$ cat config.mk
export PLATFORM = sky130hd
export DESIGN_NAME = fan_tach_and_temp_duty_control_top
export DESIGN_NICKNAME = d
export VERILOG_FILES = /design/src/rtl/fantc_pkg.sv /design/src/rtl/fan_tach_and_temp_duty_control_top.sv /design/src/rtl/fantc_div.sv
export SDC_FILE = /design/constraint.sdc
export NUM_CORES = 1
export LEC_CHECK = 0
export ABC_AREA = 1
export BUFFER_PORTS_ARGS = -buffer_cell sky130_fd_sc_hd__buf_2
export CORE_UTILIZATION = 61
export DETAILED_ROUTE_END_ITERATION = 8
export PLACE_DENSITY_LB_ADDON = 0.12
export SLEW_MARGIN = 20
export SYNTH_ARGS = -nofsm -noshare
export SYNTH_HDL_FRONTEND = slang
export SYNTH_SLANG_ARGS = --single-unit
$ cat constraint.sdc
create_clock -name i_clk -period 4.2 [get_ports i_clk]
set_input_delay 0.63 -clock i_clk [delete_from_list [all_inputs] [get_ports i_clk]]
set_output_delay 0.63 -clock i_clk [all_outputs]
set_load 0.01 [all_outputs]
$ cat src/rtl/fantc_pkg.sv
package fantc_pkg;

    localparam int WINDOW_TICKS_DEF   = 1000;
    localparam int PULSES_PER_REV_DEF = 2;

    localparam int TEMP_W  = 12;
    localparam int WIN_W   = 10;
    localparam int PCNT_W  = 16;
    localparam int RPM_W   = 21;
    localparam int DUTY_W  = 8;
    localparam int SPEED_W = 7;
    localparam int OFS_W   = 7;
    localparam int SCALE_W = 8;

    // shared divider: dividend wide enough for pulse_count * 60
    localparam int DVD_W   = 22;
    localparam int DVS_W   = 8;
    localparam int DCNT_W  = $clog2(DVD_W + 1);

    localparam logic [SPEED_W-1:0] SPEED_MAX = SPEED_W'(100);
    localparam logic [DVS_W-1:0]   PCT_DIV   = DVS_W'(100);
    localparam logic [RPM_W-1:0]   RPM_MAX   = {RPM_W{1'b1}};
    localparam logic [DUTY_W-1:0]  DUTY_MAX  = {DUTY_W{1'b1}};
    localparam logic [SCALE_W-1:0] SCALE_RST = SCALE_W'(10);

    localparam int CFG_IDX_W  = 2;
    localparam int CFG_DATA_W = 8;
    localparam logic [CFG_IDX_W-1:0] CFG_MANUAL_MODE  = 2'd0;
    localparam logic [CFG_IDX_W-1:0] CFG_MANUAL_SPEED = 2'd1;
    localparam logic [CFG_IDX_W-1:0] CFG_TEMP_OFFSET  = 2'd2;
    localparam logic [CFG_IDX_W-1:0] CFG_SCALE_MAX    = 2'd3;

    localparam int IN_DATA_W  = 32;
    localparam int OUT_DATA_W = 32;

    typedef struct packed {
        logic              start;
        logic [DVD_W-1:0]  dividend;
        logic [DVS_W-1:0]  divisor;
    } t_div_req;

    typedef struct packed {
        logic              busy;
        logic              done;
        logic [DVD_W-1:0]  quot;
    } t_div_rsp;

endpackage

$ cat src/rtl/fan_tach_and_temp_duty_control_top.sv
// channel  | dir | handshake                       | payload, lowest bit first
// s_axis   | in  | s_axis_tvalid / s_axis_tready   | tach_level, thermostat_temp,
//          |     |                                 | room_temp, ms_tick
// m_axis   | out | m_axis_tvalid / m_axis_tready   | duty_cycle, fan_rpm, stall_error
// cfg      | in  | i_cfg_we (no ready)             | i_cfg_idx, i_cfg_wdata
//
// each sample goes through the duty division, and one that closes a counting
// window first goes through the rpm division; both run on the 22-step shared
// divider that does both the rpm scaling and the duty scaling.
// a new sample is taken while a finished result waits in the output register.
// reset is synchronous, active low, and clears the counters, state and config.
module fan_tach_and_temp_duty_control_top #(
    parameter int WINDOW_TICKS   = fantc_pkg::WINDOW_TICKS_DEF,
    parameter int PULSES_PER_REV = fantc_pkg::PULSES_PER_REV_DEF
) (
    input  logic                                i_clk,
    input  logic                                i_rst_n,
    input  logic                                s_axis_tvalid,
    output logic                                s_axis_tready,
    // tach_level[0], thermostat_temp[12:1], room_temp[24:13], ms_tick[25]
    input  logic [fantc_pkg::IN_DATA_W-1:0]     s_axis_tdata,
    output logic                                m_axis_tvalid,
    input  logic                                m_axis_tready,
    // duty_cycle[7:0], fan_rpm[28:8], stall_error[29]
    output logic [fantc_pkg::OUT_DATA_W-1:0]    m_axis_tdata,
    input  logic                                i_cfg_we,
    input  logic [fantc_pkg::CFG_IDX_W-1:0]     i_cfg_idx,
    input  logic [fantc_pkg::CFG_DATA_W-1:0]    i_cfg_wdata
);

    typedef enum logic [5:0] {
        S_IDLE      = 6'b000001,
        S_RPM_GO    = 6'b000010,
        S_RPM_WAIT  = 6'b000100,
        S_DUTY_GO   = 6'b001000,
        S_DUTY_WAIT = 6'b010000,
        S_OUT       = 6'b100000
    } t_state;

    t_state r_state, n_state;

    // configuration
    logic                               r_manual_mode;
    logic [fantc_pkg::SPEED_W-1:0]      r_manual_speed;
    logic signed [fantc_pkg::OFS_W-1:0] r_temp_offset;
    logic [fantc_pkg::SCALE_W-1:0]      r_scale;

    // block state
    logic                               r_last_tach, n_last_tach;
    logic [fantc_pkg::PCNT_W-1:0]       r_pulse_cnt, n_pulse_cnt;
    logic [fantc_pkg::WIN_W-1:0]        r_win, n_win;
    logic [fantc_pkg::RPM_W-1:0]        r_rpm, n_rpm;
    logic [fantc_pkg::DUTY_W-1:0]       r_duty, n_duty;

    // per-sample work registers
    logic [fantc_pkg::DVD_W-1:0]        r_rpm_dvd, n_rpm_dvd;
    logic [fantc_pkg::PCNT_W-1:0]       r_duty_dvd, n_duty_dvd;
    logic [fantc_pkg::DVS_W-1:0]        r_duty_dvs, n_duty_dvs;
    logic [fantc_pkg::DUTY_W-1:0]       r_duty_new, n_duty_new;

    logic                               r_out_vld, n_out_vld;
    logic [fantc_pkg::OUT_DATA_W-1:0]   r_out_data, n_out_data;

    fantc_pkg::t_div_req div_req;
    fantc_pkg::t_div_rsp div_rsp;

    // input fields
    logic                                in_tach;
    logic signed [fantc_pkg::TEMP_W-1:0] in_thermo;
    logic signed [fantc_pkg::TEMP_W-1:0] in_room;
    logic                                in_tick;
    logic                                in_acc;

    logic [fantc_pkg::PCNT_W-1:0]        pcnt_edge;
    logic [fantc_pkg::WIN_W:0]           win_inc;
    logic                                win_close;
    logic signed [fantc_pkg::TEMP_W+1:0] cmp_rhs;
    logic signed [fantc_pkg::TEMP_W:0]   tdiff;
    logic                                room_hot;
    logic                                diff_pos;
    logic [fantc_pkg::DUTY_W-1:0]        diff_deg;
    logic [fantc_pkg::SPEED_W-1:0]       speed_sat;
    logic                                out_free;
    logic                                stall;

    assign in_tach   = s_axis_tdata[0];
    assign in_thermo = s_axis_tdata[12:1];
    assign in_room   = s_axis_tdata[24:13];
    assign in_tick   = s_axis_tdata[25];

    assign s_axis_tready = (r_state == S_IDLE);
    assign in_acc        = s_axis_tvalid && s_axis_tready;
    assign out_free      = !r_out_vld || m_axis_tready;

    always_ff @(posedge i_clk) begin
        if (!i_rst_n) begin
            r_manual_mode  <= 1'b0;
            r_manual_speed <= '0;
            r_temp_offset  <= '0;
            r_scale        <= fantc_pkg::SCALE_RST;
        end else if (i_cfg_we) begin
            case (i_cfg_idx)
                fantc_pkg::CFG_MANUAL_MODE:  r_manual_mode  <= i_cfg_wdata[0];
                fantc_pkg::CFG_MANUAL_SPEED: r_manual_speed <= i_cfg_wdata[fantc_pkg::SPEED_W-1:0];
                fantc_pkg::CFG_TEMP_OFFSET:  r_temp_offset  <= i_cfg_wdata[fantc_pkg::OFS_W-1:0];
                fantc_pkg::CFG_SCALE_MAX: begin
                    // a zero scale acts as one
                    r_scale <= (i_cfg_wdata == '0) ? fantc_pkg::SCALE_W'(1) : i_cfg_wdata;
                end
                default: ;
            endcase
        end
    end

    always_comb begin
        pcnt_edge = r_pulse_cnt;
        if (in_tach && !r_last_tach && (r_pulse_cnt != '1)) begin
            pcnt_edge = r_pulse_cnt + 1'b1;
        end
        win_inc   = {1'b0, r_win} + 1'b1;
        win_close = in_tick && (win_inc >= (fantc_pkg::WIN_W+1)'(WINDOW_TICKS));

        // thermostat plus whole-degree offset, in 1/16 degree
        cmp_rhs  = (fantc_pkg::TEMP_W+2)'(in_thermo)
                 + ((fantc_pkg::TEMP_W+2)'(r_temp_offset) <<< 4);
        room_hot = (fantc_pkg::TEMP_W+2)'(in_room) > cmp_rhs;
        tdiff    = (fantc_pkg::TEMP_W+1)'(in_room) - (fantc_pkg::TEMP_W+1)'(in_thermo);
        // at least one whole degree above; anything less truncates to zero duty
        diff_pos = !tdiff[fantc_pkg::TEMP_W] && (tdiff[fantc_pkg::TEMP_W-1:4] != '0);
        diff_deg = tdiff[fantc_pkg::TEMP_W-1:4];
        speed_sat = (r_manual_speed > fantc_pkg::SPEED_MAX) ? fantc_pkg::SPEED_MAX
                                                            : r_manual_speed;
    end

    always_comb begin
        n_state     = r_state;
        n_last_tach = r_last_tach;
        n_pulse_cnt = r_pulse_cnt;
        n_win       = r_win;
        n_rpm       = r_rpm;
        n_duty      = r_duty;
        n_rpm_dvd   = r_rpm_dvd;
        n_duty_dvd  = r_duty_dvd;
        n_duty_dvs  = r_duty_dvs;
        n_duty_new  = r_duty_new;
        n_out_vld   = r_out_vld;
        n_out_data  = r_out_data;
        stall       = (r_rpm == '0) && (r_duty != '0);

        div_req.start    = 1'b0;
        div_req.dividend = r_rpm_dvd;
        div_req.divisor  = fantc_pkg::DVS_W'(PULSES_PER_REV);

        if (r_out_vld && m_axis_tready) begin
            n_out_vld = 1'b0;
        end

        case (r_state)
            S_IDLE: begin
                if (in_acc) begin
                    n_last_tach = in_tach;
                    // pulse count times 60 as a shift and subtract
                    n_rpm_dvd = ({6'b0, pcnt_edge} << 6) - ({6'b0, pcnt_edge} << 2);
                    if (win_close) begin
                        n_pulse_cnt = '0;
                        n_win       = '0;
                        n_state     = S_RPM_GO;
                    end else begin
                        n_pulse_cnt = pcnt_edge;
                        n_win       = in_tick ? win_inc[fantc_pkg::WIN_W-1:0] : r_win;
                        n_state     = S_DUTY_GO;
                    end
                    if (r_manual_mode) begin
                        n_duty_dvd = ({9'b0, speed_sat} << 8) - {9'b0, speed_sat};
                        n_duty_dvs = fantc_pkg::PCT_DIV;
                    end else begin
                        n_duty_dvd = (room_hot && diff_pos)
                                   ? (({8'b0, diff_deg} << 8) - {8'b0, diff_deg}) : '0;
                        n_duty_dvs = r_scale;
                    end
                end
            end
            S_RPM_GO: begin
                div_req.start = 1'b1;
                n_state       = S_RPM_WAIT;
            end
            S_RPM_WAIT: begin
                if (div_rsp.done) begin
                    n_rpm   = div_rsp.quot[fantc_pkg::DVD_W-1:fantc_pkg::RPM_W] != '0
                            ? fantc_pkg::RPM_MAX : div_rsp.quot[fantc_pkg::RPM_W-1:0];
                    n_state = S_DUTY_GO;
                end
            end
            S_DUTY_GO: begin
                div_req.start    = 1'b1;
                div_req.dividend = {6'b0, r_duty_dvd};
                div_req.divisor  = r_duty_dvs;
                n_state          = S_DUTY_WAIT;
            end
            S_DUTY_WAIT: begin
                if (div_rsp.done) begin
                    n_duty_new = div_rsp.quot[fantc_pkg::DVD_W-1:fantc_pkg::DUTY_W] != '0
                               ? fantc_pkg::DUTY_MAX : div_rsp.quot[fantc_pkg::DUTY_W-1:0];
                    n_state    = S_OUT;
                end
            end
            S_OUT: begin
                if (out_free) begin
                    // stall check sees the new rpm and the old duty
                    n_duty     = r_duty_new;
                    n_out_vld  = 1'b1;
                    n_out_data = {2'b0, stall, r_rpm, r_duty_new};
                    n_state    = S_IDLE;
                end
            end
            default: n_state = S_IDLE;
        endcase
    end

    always_ff @(posedge i_clk) begin
        if (!i_rst_n) begin
            r_state     <= S_IDLE;
            r_last_tach <= 1'b0;
            r_pulse_cnt <= '0;
            r_win       <= '0;
            r_rpm       <= '0;
            r_duty      <= '0;
            r_out_vld   <= 1'b0;
        end else begin
            r_state     <= n_state;
            r_last_tach <= n_last_tach;
            r_pulse_cnt <= n_pulse_cnt;
            r_win       <= n_win;
            r_rpm       <= n_rpm;
            r_duty      <= n_duty;
            r_out_vld   <= n_out_vld;
        end
        r_rpm_dvd  <= n_rpm_dvd;
        r_duty_dvd <= n_duty_dvd;
        r_duty_dvs <= n_duty_dvs;
        r_duty_new <= n_duty_new;
        r_out_data <= n_out_data;
    end

    fantc_div u_div (
        .i_clk   (i_clk),
        .i_rst_n (i_rst_n),
        .i_req   (div_req),
        .o_rsp   (div_rsp)
    );

    assign m_axis_tvalid = r_out_vld;
    assign m_axis_tdata  = r_out_data;

    a_idle_div: assert property (@(posedge i_clk) disable iff (!i_rst_n)
        r_state == S_IDLE |-> !div_rsp.busy)
        else $error("divider busy while idle");

    a_rpm_then_duty: assert property (@(posedge i_clk) disable iff (!i_rst_n)
        (r_state == S_RPM_WAIT) && div_rsp.done |=> r_state == S_DUTY_GO)
        else $error("duty step skipped after rpm");

    a_win_clear: assert property (@(posedge i_clk) disable iff (!i_rst_n)
        in_acc && win_close |=> (r_pulse_cnt == '0) && (r_win == '0))
        else $error("window did not clear");

    a_stall_rpm: assert property (@(posedge i_clk) disable iff (!i_rst_n)
        r_out_vld && r_out_data[29] |-> r_out_data[28:8] == '0)
        else $error("stall flagged with nonzero rpm");

endmodule

$ cat src/rtl/fantc_div.sv
module fantc_div (
    input  logic                i_clk,
    input  logic                i_rst_n,
    input  fantc_pkg::t_div_req i_req,
    output fantc_pkg::t_div_rsp o_rsp
);

    logic [fantc_pkg::DVS_W-1:0]  r_rem, n_rem;
    logic [fantc_pkg::DVD_W-1:0]  r_work, n_work;
    logic [fantc_pkg::DVS_W-1:0]  r_dvs, n_dvs;
    logic [fantc_pkg::DCNT_W-1:0] r_cnt, n_cnt;
    logic                         r_busy, n_busy;
    logic                         r_done, n_done;

    logic [fantc_pkg::DVS_W:0]    shifted;
    logic [fantc_pkg::DVS_W:0]    diff;
    logic                         ge;

    // one restoring shift-subtract step per cycle while busy
    always_comb begin
        shifted = {r_rem, r_work[fantc_pkg::DVD_W-1]};
        diff    = shifted - {1'b0, r_dvs};
        ge      = shifted >= {1'b0, r_dvs};

        n_rem  = r_rem;
        n_work = r_work;
        n_dvs  = r_dvs;
        n_cnt  = r_cnt;
        n_busy = r_busy;
        n_done = 1'b0;

        if (i_req.start) begin
            n_rem  = '0;
            n_work = i_req.dividend;
            n_dvs  = i_req.divisor;
            n_cnt  = fantc_pkg::DCNT_W'(fantc_pkg::DVD_W);
            n_busy = 1'b1;
        end else if (r_busy) begin
            n_rem  = ge ? diff[fantc_pkg::DVS_W-1:0] : shifted[fantc_pkg::DVS_W-1:0];
            n_work = {r_work[fantc_pkg::DVD_W-2:0], ge};
            n_cnt  = r_cnt - 1'b1;
            if (r_cnt == fantc_pkg::DCNT_W'(1)) begin
                n_busy = 1'b0;
                n_done = 1'b1;
            end
        end
    end

    always_ff @(posedge i_clk) begin
        if (!i_rst_n) begin
            r_busy <= 1'b0;
            r_done <= 1'b0;
            r_cnt  <= '0;
        end else begin
            r_busy <= n_busy;
            r_done <= n_done;
            r_cnt  <= n_cnt;
        end
        r_rem  <= n_rem;
        r_work <= n_work;
        r_dvs  <= n_dvs;
    end

    assign o_rsp.busy = r_busy;
    assign o_rsp.done = r_done;
    assign o_rsp.quot = r_work;

    a_no_restart: assert property (@(posedge i_clk) disable iff (!i_rst_n)
        i_req.start |-> !r_busy)
        else $error("divider started while busy");

    a_done_idle: assert property (@(posedge i_clk) disable iff (!i_rst_n)
        r_done |-> !r_busy)
        else $error("divider done while still busy");

    a_done_cnt: assert property (@(posedge i_clk) disable iff (!i_rst_n)
        r_done |-> r_cnt == '0)
        else $error("divider done before last step");

endmodule

==> PnR_summary.wiki, run 1 <==
{| class="wikitable"
! Metric !! Value
|-
| Run status || completed
|-
| Area of the mapped netlist || about 12000 sq um
|-
| Post-CTS clock slew at the launch and capture registers of the worst setup and hold paths || approximately 0.060 ns
|-
| Row cnt || 50
|-
| Family of cells with the greatest summed delay on the critical path || compound AO/OA/AOI/OAI gates
|-
| Number of search-and-repair iterations in the first detailed-routing pass || 5
|-
| Static Leakage || between 0.005 and 0.006 uW
|-
| Layout cells sized above 1 || 0.0849
|-
| Floorplan die area || around 20000 sq um
|-
| Number of flip-flops and latches in the synthesized netlist || 213
|-
| Source of the worst hold timing path || s_axis_tdata[0]
|-
| RePlAce Congestion || 0.970
|-
| Number of max-slew violations in the final report || 0
|-
| Footprint of the multi-input gates || roughly 5500 sq um
|-
| Synth warnings || 0
|-
| Post-synthesis sequential area ratio || 0.456
|-
| Smallest hold slack || about 0.4 ns
|-
| Sequential standard cell area || between 5000 and 6000 sq um
|-
| Fin crit share || 0.890
|-
| Hold Path Depth || 3
|-
| Worst slew slack as a fraction of its limit || 0.337
|-
| Post-synthesis cell type with the largest combined area || sky130_fd_sc_hd__edfxtp_1
|-
| Cell at the root of the clock tree || sky130_fd_sc_hd__clkbuf_16
|-
| CTS tree || built
|-
| Vertical die dimension || 141 um
|-
| Overall Global Routing Usage || 0.265
|-
| Number of enable-type register cells in the synthesized netlist || between 100 and 150
|-
| Number of buffers added on ports || 72
|-
| Post-CTS resize count || 0
|-
| Most used flip-flop cell after synthesis || sky130_fd_sc_hd__edfxtp_1
|-
| Detailed Route Iter0 Violations || 767
|-
| Worst reg2reg endpoint || r_rpm_dvd[20]
|-
| Number of sinks on the clock net || ~210
|-
| Number of max-cap violations || 0
|-
| Part of the total power dissipated in sequential elements || 0.423
|-
| Worst setup SP type || flip-flop
|-
| Total net switching power || between 1500 and 2000 uW
|-
| IR Drop Worst-Case VDD || 227 uV
|-
| Critical Path Max Stage Delay || 0.46 ns
|-
| Crit end category || flip-flop
|-
| Most common cell type on the critical path || sky130_fd_sc_hd__nand2_1
|-
| Type of the most critical hold path || in2reg
|-
| Number of primary I/O pins || slightly above 80
|-
| Final Routed Wirelength || 26.2 mm
|-
| Syn Area/Cell || roughly 8 sq um
|-
| Setup repair after global routing missed its margin || false
|-
| Relative contribution of combinational cells to total power || 0.245
|-
| Number of distinct library cells after synthesis || 47
|-
| Initial Util || 0.628
|-
| Worst r2r src || r_pulse_cnt[0]
|-
| Vias per std cell || 5.48
|-
| Drt drc || 0
|-
| Deepest clock path buffer count || 3
|-
| Worst-Skew Late Latency || about 0.5 ns
|-
| Relative area change from synthesis to final layout || 11.6%
|-
| Worst path required time || 4.46 ns
|-
| CP startpoint || r_pulse_cnt[0]
|-
| Worst path slowest cell || sky130_fd_sc_hd__dfxtp_1
|-
| Buffer and inverter count on the worst path || 4
|-
| Final setup violation count || 0
|-
| Highest clock frequency the design can meet || roughly 270 MHz
|-
| Half-perimeter wire length after placement || between 15 and 20 mm
|-
| Initial antenna violation count || 0
|-
| Placed Instances || ~1800
|-
| Post-CTS setup-driven buffer insertion count || 0
|-
| Async set-or-reset flop fraction in the synthesized netlist || 0
|-
| Number of nets in the layout || between 1500 and 2000
|-
| Core Area || 18800 sq um
|-
| Total number of H-tree levels || 1
|-
| Post-Place Worst Slack || about 0.37 ns
|-
| Areal power density over the cells || ~460 nW/um^2
|-
| Portion of synthesized cell area occupied by the leading cell type || 0.285
|-
| Worst Setup Path Type || reg2reg
|-
| Switching Share || 0.314
|-
| Antenna cells || 0
|-
| Post-Route Skew || between 0.02 and 0.025 ns
|-
| Sum of negative setup slack || 0 ns
|-
| Hold Path Sink || r_last_tach
|-
| Synth area leaders || sky130_fd_sc_hd__edfxtp_1, sky130_fd_sc_hd__dfxtp_1, sky130_fd_sc_hd__nand2_1, sky130_fd_sc_hd__inv_1, sky130_fd_sc_hd__ha_1
|-
| Ordered list of cells on the worst path || ha_1, inv_1, nor2_1, nand2_1, o21ai_4, inv_2, o21ai_0, inv_1, ha_1, a21oi_1, inv_1, a31oi_1, o21ai_0, nor3_1, nand2_1, nand2_1, nand2_1
|-
| Post-cts hold buffer count || 0
|-
| Shortest period the worst path allows || about 3.7 ns
|-
| Internal power component || approximately 4200 uW
|-
| R2r worst-path depth || 17
|-
| Final hold violations || 0
|-
| Worst EP arrival || 4.00 ns
|-
| Routed via count || slightly above 10000
|-
| Maximum number of pins on one net before global-route repair || 52
|-
| Number of standard cells after synthesis || between 1500 and 2000
|-
| Non-filler cells in the finished layout || approximately 1900
|-
| Reg-to-reg slack, setup || ~0.46 ns
|-
| Final setup margin || ~0.46 ns
|-
| Number of nets still failing antenna checks after routing || 0
|-
| Share of total power in the clock network || 0.332
|-
| Number of global-route vias before repair || 9145
|-
| Fill cell instance count of the final layout || 1555
|-
| Routed wire length per instance || between 10 and 15 um
|-
| Die Width || 141 um
|-
| Peak fanout along the critical path || 14
|-
| First-pass GRT wire length || roughly 43 mm
|-
| Actual transition at the worst max-transition pin || between 0.9 and 1 ns
|-
| Total clock buffers created by CTS || 23
|-
| Leftover overflow at the end of global routing || 0
|}
## layer usage
metal,vias to the layer above,global-route usage,routed length (um)
li1,5174,-,-
met1,4671,0.360,12100
met2,314,0.455,12400
met3,36,0.0292,1400
met4,0,0.0595,329
met5,-,0,0
## stage by stage
stage                     total power (uW)  area, sq um  utilization
after floorplan                       3720        11800            -
after global placement                4060        12400        0.660
after detailed placement              4100        12400        0.660
after CTS                             6120        13200        0.700
after global routing                  6430        13200        0.701
final                                 6110        13200        0.701
## layout make-up
type / instances / area share
multi-input cells: 1046 / 0.414
inverters: 223 / 0.0634
clock buffers: 28 / 0.0458
well taps: 260 / 0.0247
repair buffers: 79 / 0.0322
flip-flops and latches: 213 / 0.408
clock inverters: 13 / 0.0113
## logic make-up after synthesis
logic type | after synthesis | share of synthesized area
AOI/OAI and AO/OA | 264 | 0.122
DFF | 213 | 0.456
other | 1 | 0.000317
xor gates and xnor gates | 39 | 0.0295
adders and majority gates | 61 | 0.0659
and+or+nand+nor | 680 | 0.243
buffers and inverters | 258 | 0.0834
## placed cells by master (no fill, tap or decap), drive strengths merged, types with 2 or more instances in the layout
| master | netlist | routed |
|---|---|---|
| nand2 | 344 | 344 |
| inv | 221 | 224 |
| nor2 | 160 | 160 |
| o21ai | 116 | 116 |
| edfxtp | 112 | 112 |
| nand3 | 106 | 106 |
| dfxtp | 101 | 101 |
| a21oi | 87 | 87 |
| buf | 7 | 79 |
| ha | 59 | 59 |
| xor2 | 31 | 31 |
| clkbuf | 28 | 28 |
| a31oi | 24 | 24 |
| nor3 | 22 | 22 |
| nand4 | 20 | 20 |
| o22ai | 18 | 18 |
| nor4 | 12 | 12 |
| nand3b | 8 | 8 |
| xnor2 | 8 | 8 |
| clkinv | 2 | 7 |
| o21bai | 5 | 5 |
| or2 | 5 | 5 |
| o21a | 3 | 3 |
| a211oi | 3 | 3 |
| bufinv | 0 | 3 |
| a21o | 2 | 2 |
| fa | 2 | 2 |
| conb | 1 | 2 |
| clkinvlp | 0 | 2 |
## registers in the layout (all words and copies together), names as in the netlist, 8 cells and up
| signal | flops |
|---|---|
| r_win | 10 |
| u_div.r_rem | 8 |
| r_rpm | 21 |
| r_duty | 8 |
| r_duty_new | 8 |
| u_div.r_work | 22 |
| u_div.r_dvs | 8 |
| r_duty_dvd | 16 |
| m_axis_tdata | 30 |
| r_rpm_dvd | 20 |
| r_pulse_cnt | 16 |
| r_duty_dvs | 8 |
| r_scale | 8 |
## cells in the mapped netlist, types with 4 or more instances
cell type                  count
sky130_fd_sc_hd__edfxtp_1    112
sky130_fd_sc_hd__nand3b_1      8
sky130_fd_sc_hd__nand4_1      20
sky130_fd_sc_hd__inv_1       217
sky130_fd_sc_hd__nor2_1      157
sky130_fd_sc_hd__a31oi_1      24
sky130_fd_sc_hd__nor4_1       11
sky130_fd_sc_hd__nand2_1     340
sky130_fd_sc_hd__o21bai_1      5
sky130_fd_sc_hd__clkbuf_1     28
sky130_fd_sc_hd__a21oi_1      87
sky130_fd_sc_hd__inv_2         4
sky130_fd_sc_hd__ha_1         59
sky130_fd_sc_hd__o22ai_1      18
sky130_fd_sc_hd__xor2_1       30
sky130_fd_sc_hd__o21ai_0     115
sky130_fd_sc_hd__nand2_2       4
sky130_fd_sc_hd__dfxtp_1     101
sky130_fd_sc_hd__nor3_1       22
sky130_fd_sc_hd__xnor2_1       8
sky130_fd_sc_hd__nand3_1     106
## worst min-delay path, stage by stage
cell and delay, ns:
sky130_fd_sc_hd__buf_2 0.09, sky130_fd_sc_hd__inv_1 0.06, sky130_fd_sc_hd__a21oi_1 0.06
## power groups by stage
stage / sequential (uW) / combinational, uW / clock, uW
4_1_cts: 2580 / 1490 / 2050
2_1_floorplan: 2580 / 1140 / 0
5_1_grt: 2600 / 1690 / 2130
3_5_place_dp: 2620 / 1480 / 0
6_report: 2580 / 1500 / 2020
3_3_place_gp: 2620 / 1440 / 0
## worst max path at each step
stage | end | depth (start not counted)
4_1_cts | r_rpm_dvd[20] | 17
3_3_place_gp | r_duty_dvd[13] | 17
2_1_floorplan | r_duty_dvd[5] | 15
6_report | r_rpm_dvd[20] | 17
3_5_place_dp | r_duty_dvd[14] | 18
5_1_grt | r_rpm_dvd[20] | 17
(Power assumes the default switching activity.)
==> run 2: changes to the inputs <==
--- a/config.mk
+++ b/config.mk
@@ -10,6 +10,7 @@
 export CORE_UTILIZATION = 61
 export DETAILED_ROUTE_END_ITERATION = 8
 export PLACE_DENSITY_LB_ADDON = 0.12
+export REMOVE_ABC_BUFFERS = 1
 export SLEW_MARGIN = 20
 export SYNTH_ARGS = -nofsm -noshare
 export SYNTH_HDL_FRONTEND = slang
==> PnR_summary.wiki, run 2 (synthesized netlist as in run 1, its figures left out) <==
{| class="wikitable"
! Metric !! Value
|-
| Run status || completed
|-
| Worst slew slack as a fraction of its limit || 0.380 (+0.0432)
|-
| Row cnt || 50 (unchanged)
|-
| Routed via count || 10100 (-1.2%)
|-
| Number of nets still failing antenna checks after routing || 0 (unchanged)
|-
| Worst-Skew Late Latency || 0.51 ns (about the same)
|-
| Critical Path Max Stage Delay || 0.44 ns (-0.02 ns)
|-
| Routed wire length per instance || 13.7 um (-2.7%)
|-
| Post-CTS setup-driven buffer insertion count || 0 (unchanged)
|-
| Number of max-cap violations || 0 (unchanged)
|-
| Number of search-and-repair iterations in the first detailed-routing pass || 7 (+2)
|-
| R2r worst-path depth || 17 (unchanged)
|-
| Sum of negative setup slack || 0 ns (unchanged)
|-
| Shortest period the worst path allows || 3.66 ns (-0.0816 ns)
|-
| Overall Global Routing Usage || 0.261 (-0.00364)
|-
| Final setup margin || 0.542 ns (+0.0816 ns)
|-
| Number of max-slew violations in the final report || 0 (unchanged)
|-
| Commonest non-fill, non-tap cell in the layout || sky130_fd_sc_hd__nand2_1
|-
| Post-Route Skew || 0.0220 ns (+0.00148 ns)
|-
| Vias per std cell || 5.40 (-1.4%)
|-
| Final hold violations || 0 (unchanged)
|-
| Fin crit share || 0.871 (-0.0194)
|-
| Number of global-route vias before repair || 9277 (+1.4%)
|-
| Total clock buffers created by CTS || 24 (+4.3%)
|-
| Detailed Route Iter0 Violations || 689 (-10%)
|-
| Ordered list of cells on the worst path || ha_1, inv_1, nor2_1, nand2_1, o21ai_4, inv_2, o21ai_0, inv_1, ha_1, a21oi_1, nor2_1, nor2_1, o21ai_0, a31oi_1, nand2_1, nand2_1, nand2_1
|-
| Initial Util || 0.628 (unchanged)
|-
| WP depth || 17 (unchanged)
|-
| RePlAce Congestion || 0.927 (-4.4%)
|-
| Fill cell instance count of the final layout || 1529 (-1.7%)
|-
| Buffer and inverter count on the worst path || 3 (-1)
|-
| Half-perimeter wire length after placement || 18.8 mm (-1.5%)
|-
| Capture point of the worst path || r_rpm_dvd[18]
|-
| IR Drop Worst-Case VDD || 316 uV (+39%)
|-
| Drt drc || 0 (unchanged)
|-
| Worst EP arrival || 3.92 ns (-0.08 ns)
|-
| Reg-to-reg slack, setup || 0.54 ns (+0.08 ns)
|-
| Floorplan die area || 19900 sq um (unchanged)
|-
| Worst Setup Path Type || reg2reg
|-
| Crit end category || flip-flop
|-
| Post-CTS clock slew at the launch and capture registers of the worst setup and hold paths || 0.06 ns (about the same)
|-
| Type of the most critical hold path || in2reg
|-
| Deepest clock path buffer count || 3 (unchanged)
|-
| Relative area change from synthesis to final layout || 11.8%
|-
| Worst path required time || 4.47 ns (about the same)
|-
| Footprint of the multi-input gates || 5460 sq um (-0.21%)
|-
| Worst path slowest cell || sky130_fd_sc_hd__dfxtp_1
|-
| Most frequent cells in the layout || sky130_fd_sc_hd__nand2_1, sky130_fd_sc_hd__inv_1, sky130_fd_sc_hd__nor2_1, sky130_fd_sc_hd__o21ai_0, sky130_fd_sc_hd__edfxtp_1
|-
| CTS tree || built
|-
| Highest clock frequency the design can meet || 273 MHz (+2.2%)
|-
| Worst r2r src || r_pulse_cnt[0]
|-
| Initial antenna violation count || 0 (unchanged)
|-
| Vertical die dimension || 141 um (unchanged)
|-
| Largest register FFs || 30 (unchanged)
|-
| Number of primary I/O pins || 81 (unchanged)
|-
| Number of sinks on the clock net || 213 (unchanged)
|-
| Setup repair after global routing missed its margin || false
|-
| Worst setup SP type || flip-flop
|-
| Util after Layout || 0.702 (+0.00133)
|-
| First-pass GRT wire length || 42.7 mm (-0.74%)
|-
| Die Width || 141 um (unchanged)
|-
| Post-Place Worst Slack || 0.461 ns (+0.0955 ns)
|-
| Total number of H-tree levels || 1 (unchanged)
|-
| Worst reg2reg endpoint || r_rpm_dvd[18]
|-
| CP startpoint || r_pulse_cnt[0]
|-
| Areal power density over the cells || 463 nW/um^2 (about the same)
|-
| Number of buffers added on ports || 72 (unchanged)
|-
| Static Leakage || 0.00592 uW (+0.34%)
|-
| Cell at the root of the clock tree || sky130_fd_sc_hd__clkbuf_16
|-
| Post-CTS resize count || 0 (unchanged)
|-
| Post-cts hold buffer count || 0 (unchanged)
|-
| Family of cells with the greatest summed delay on the critical path || compound AO/OA/AOI/OAI gates
|-
| Antenna cells || 0 (unchanged)
|-
| Final setup violation count || 0 (unchanged)
|-
| Most common cell type on the critical path || sky130_fd_sc_hd__nand2_1
|-
| Layout cells sized above 1 || 0.0866 (+0.00166)
|-
| Peak fanout along the critical path || 14 (unchanged)
|-
| Leftover overflow at the end of global routing || 0 (unchanged)
|-
| Final Routed Wirelength || 25.5 mm (-2.5%)
|-
| Sequential standard cell area || 5390 sq um (unchanged)
|-
| Core Area || 18800 sq um (unchanged)
|-
| Actual transition at the worst max-transition pin || 0.929 ns (-0.0647 ns)
|-
| Number of nets in the layout || 1696 (+0.12%)
|-
| Maximum number of pins on one net before global-route repair || 63 (+21%)
|}
[run 2: metrics by stage]
stage          cells  total power, uW  hold WS, ns  cell area (sq um)
2_1_floorplan   1482             3700        0.425              11700
3_3_place_gp    1822             4030        0.435              12400
3_5_place_dp    1822             4070        0.439              12400
4_1_cts         1866             6140        0.378              13200
5_1_grt         1866             6470        0.429              13200
6_report        1866             6120        0.394              13200
[run 2: report_power, final]
part / switching (uW) / internal [uW] / leakage, uW / total (uW)
Clock: 818 / 1250 / 0.000381 / 2060
Combinational: 984 / 500 / 0.00370 / 1480
Sequential: 100 / 2470 / 0.00183 / 2570
Total: 1900 / 4220 / 0.00592 / 6120
[run 2: final cells by class]
type                       instances  share of cell area
inverter                         223              0.0633
timing repair buffer              80              0.0318
multi-input combinational       1046               0.413
clock buffer                      30              0.0503
clock inverter                    14             0.00984
tap                              260              0.0246
sequential                       213               0.407
[run 2: worst reg2reg max path: stages, from the launching register on]
cell                      delay (ns)
sky130_fd_sc_hd__dfxtp_1        0.44
sky130_fd_sc_hd__ha_1           0.20
sky130_fd_sc_hd__inv_1          0.07
sky130_fd_sc_hd__nor2_1         0.20
sky130_fd_sc_hd__nand2_1        0.17
sky130_fd_sc_hd__o21ai_4        0.35
sky130_fd_sc_hd__inv_2          0.19
sky130_fd_sc_hd__o21ai_0        0.35
sky130_fd_sc_hd__inv_1          0.11
sky130_fd_sc_hd__ha_1           0.36
sky130_fd_sc_hd__a21oi_1        0.28
sky130_fd_sc_hd__nor2_1         0.07
sky130_fd_sc_hd__nor2_1         0.17
sky130_fd_sc_hd__o21ai_0        0.11
sky130_fd_sc_hd__a31oi_1        0.19
sky130_fd_sc_hd__nand2_1        0.07
sky130_fd_sc_hd__nand2_1        0.05
sky130_fd_sc_hd__nand2_1        0.04
[run 2: layer usage]
metal | GRT usage | share of wire
met2 | 0.440 | 0.46
met5 | 0 | 0
met3 | 0.0296 | 0.050
met4 | 0.0732 | 0.021
met1 | 0.356 | 0.47
[run 2: worst min path at each step]
| stage | slack, ns | end | from | cells past startpoint |
|---|---|---|---|---|
| after CTS | 0.38 | r_last_tach | s_axis_tdata[0] | 3 |
| after floorplan | 0.43 | m_axis_tdata[13] | r_rpm[5] | 0 |
| after detailed placement | 0.44 | m_axis_tdata[2] | r_duty_new[2] | 0 |
| final | 0.39 | r_last_tach | s_axis_tdata[0] | 3 |
| after global routing | 0.43 | r_scale[3] | i_cfg_wdata[3] | 3 |
| after global placement | 0.44 | m_axis_tdata[10] | r_rpm[2] | 0 |
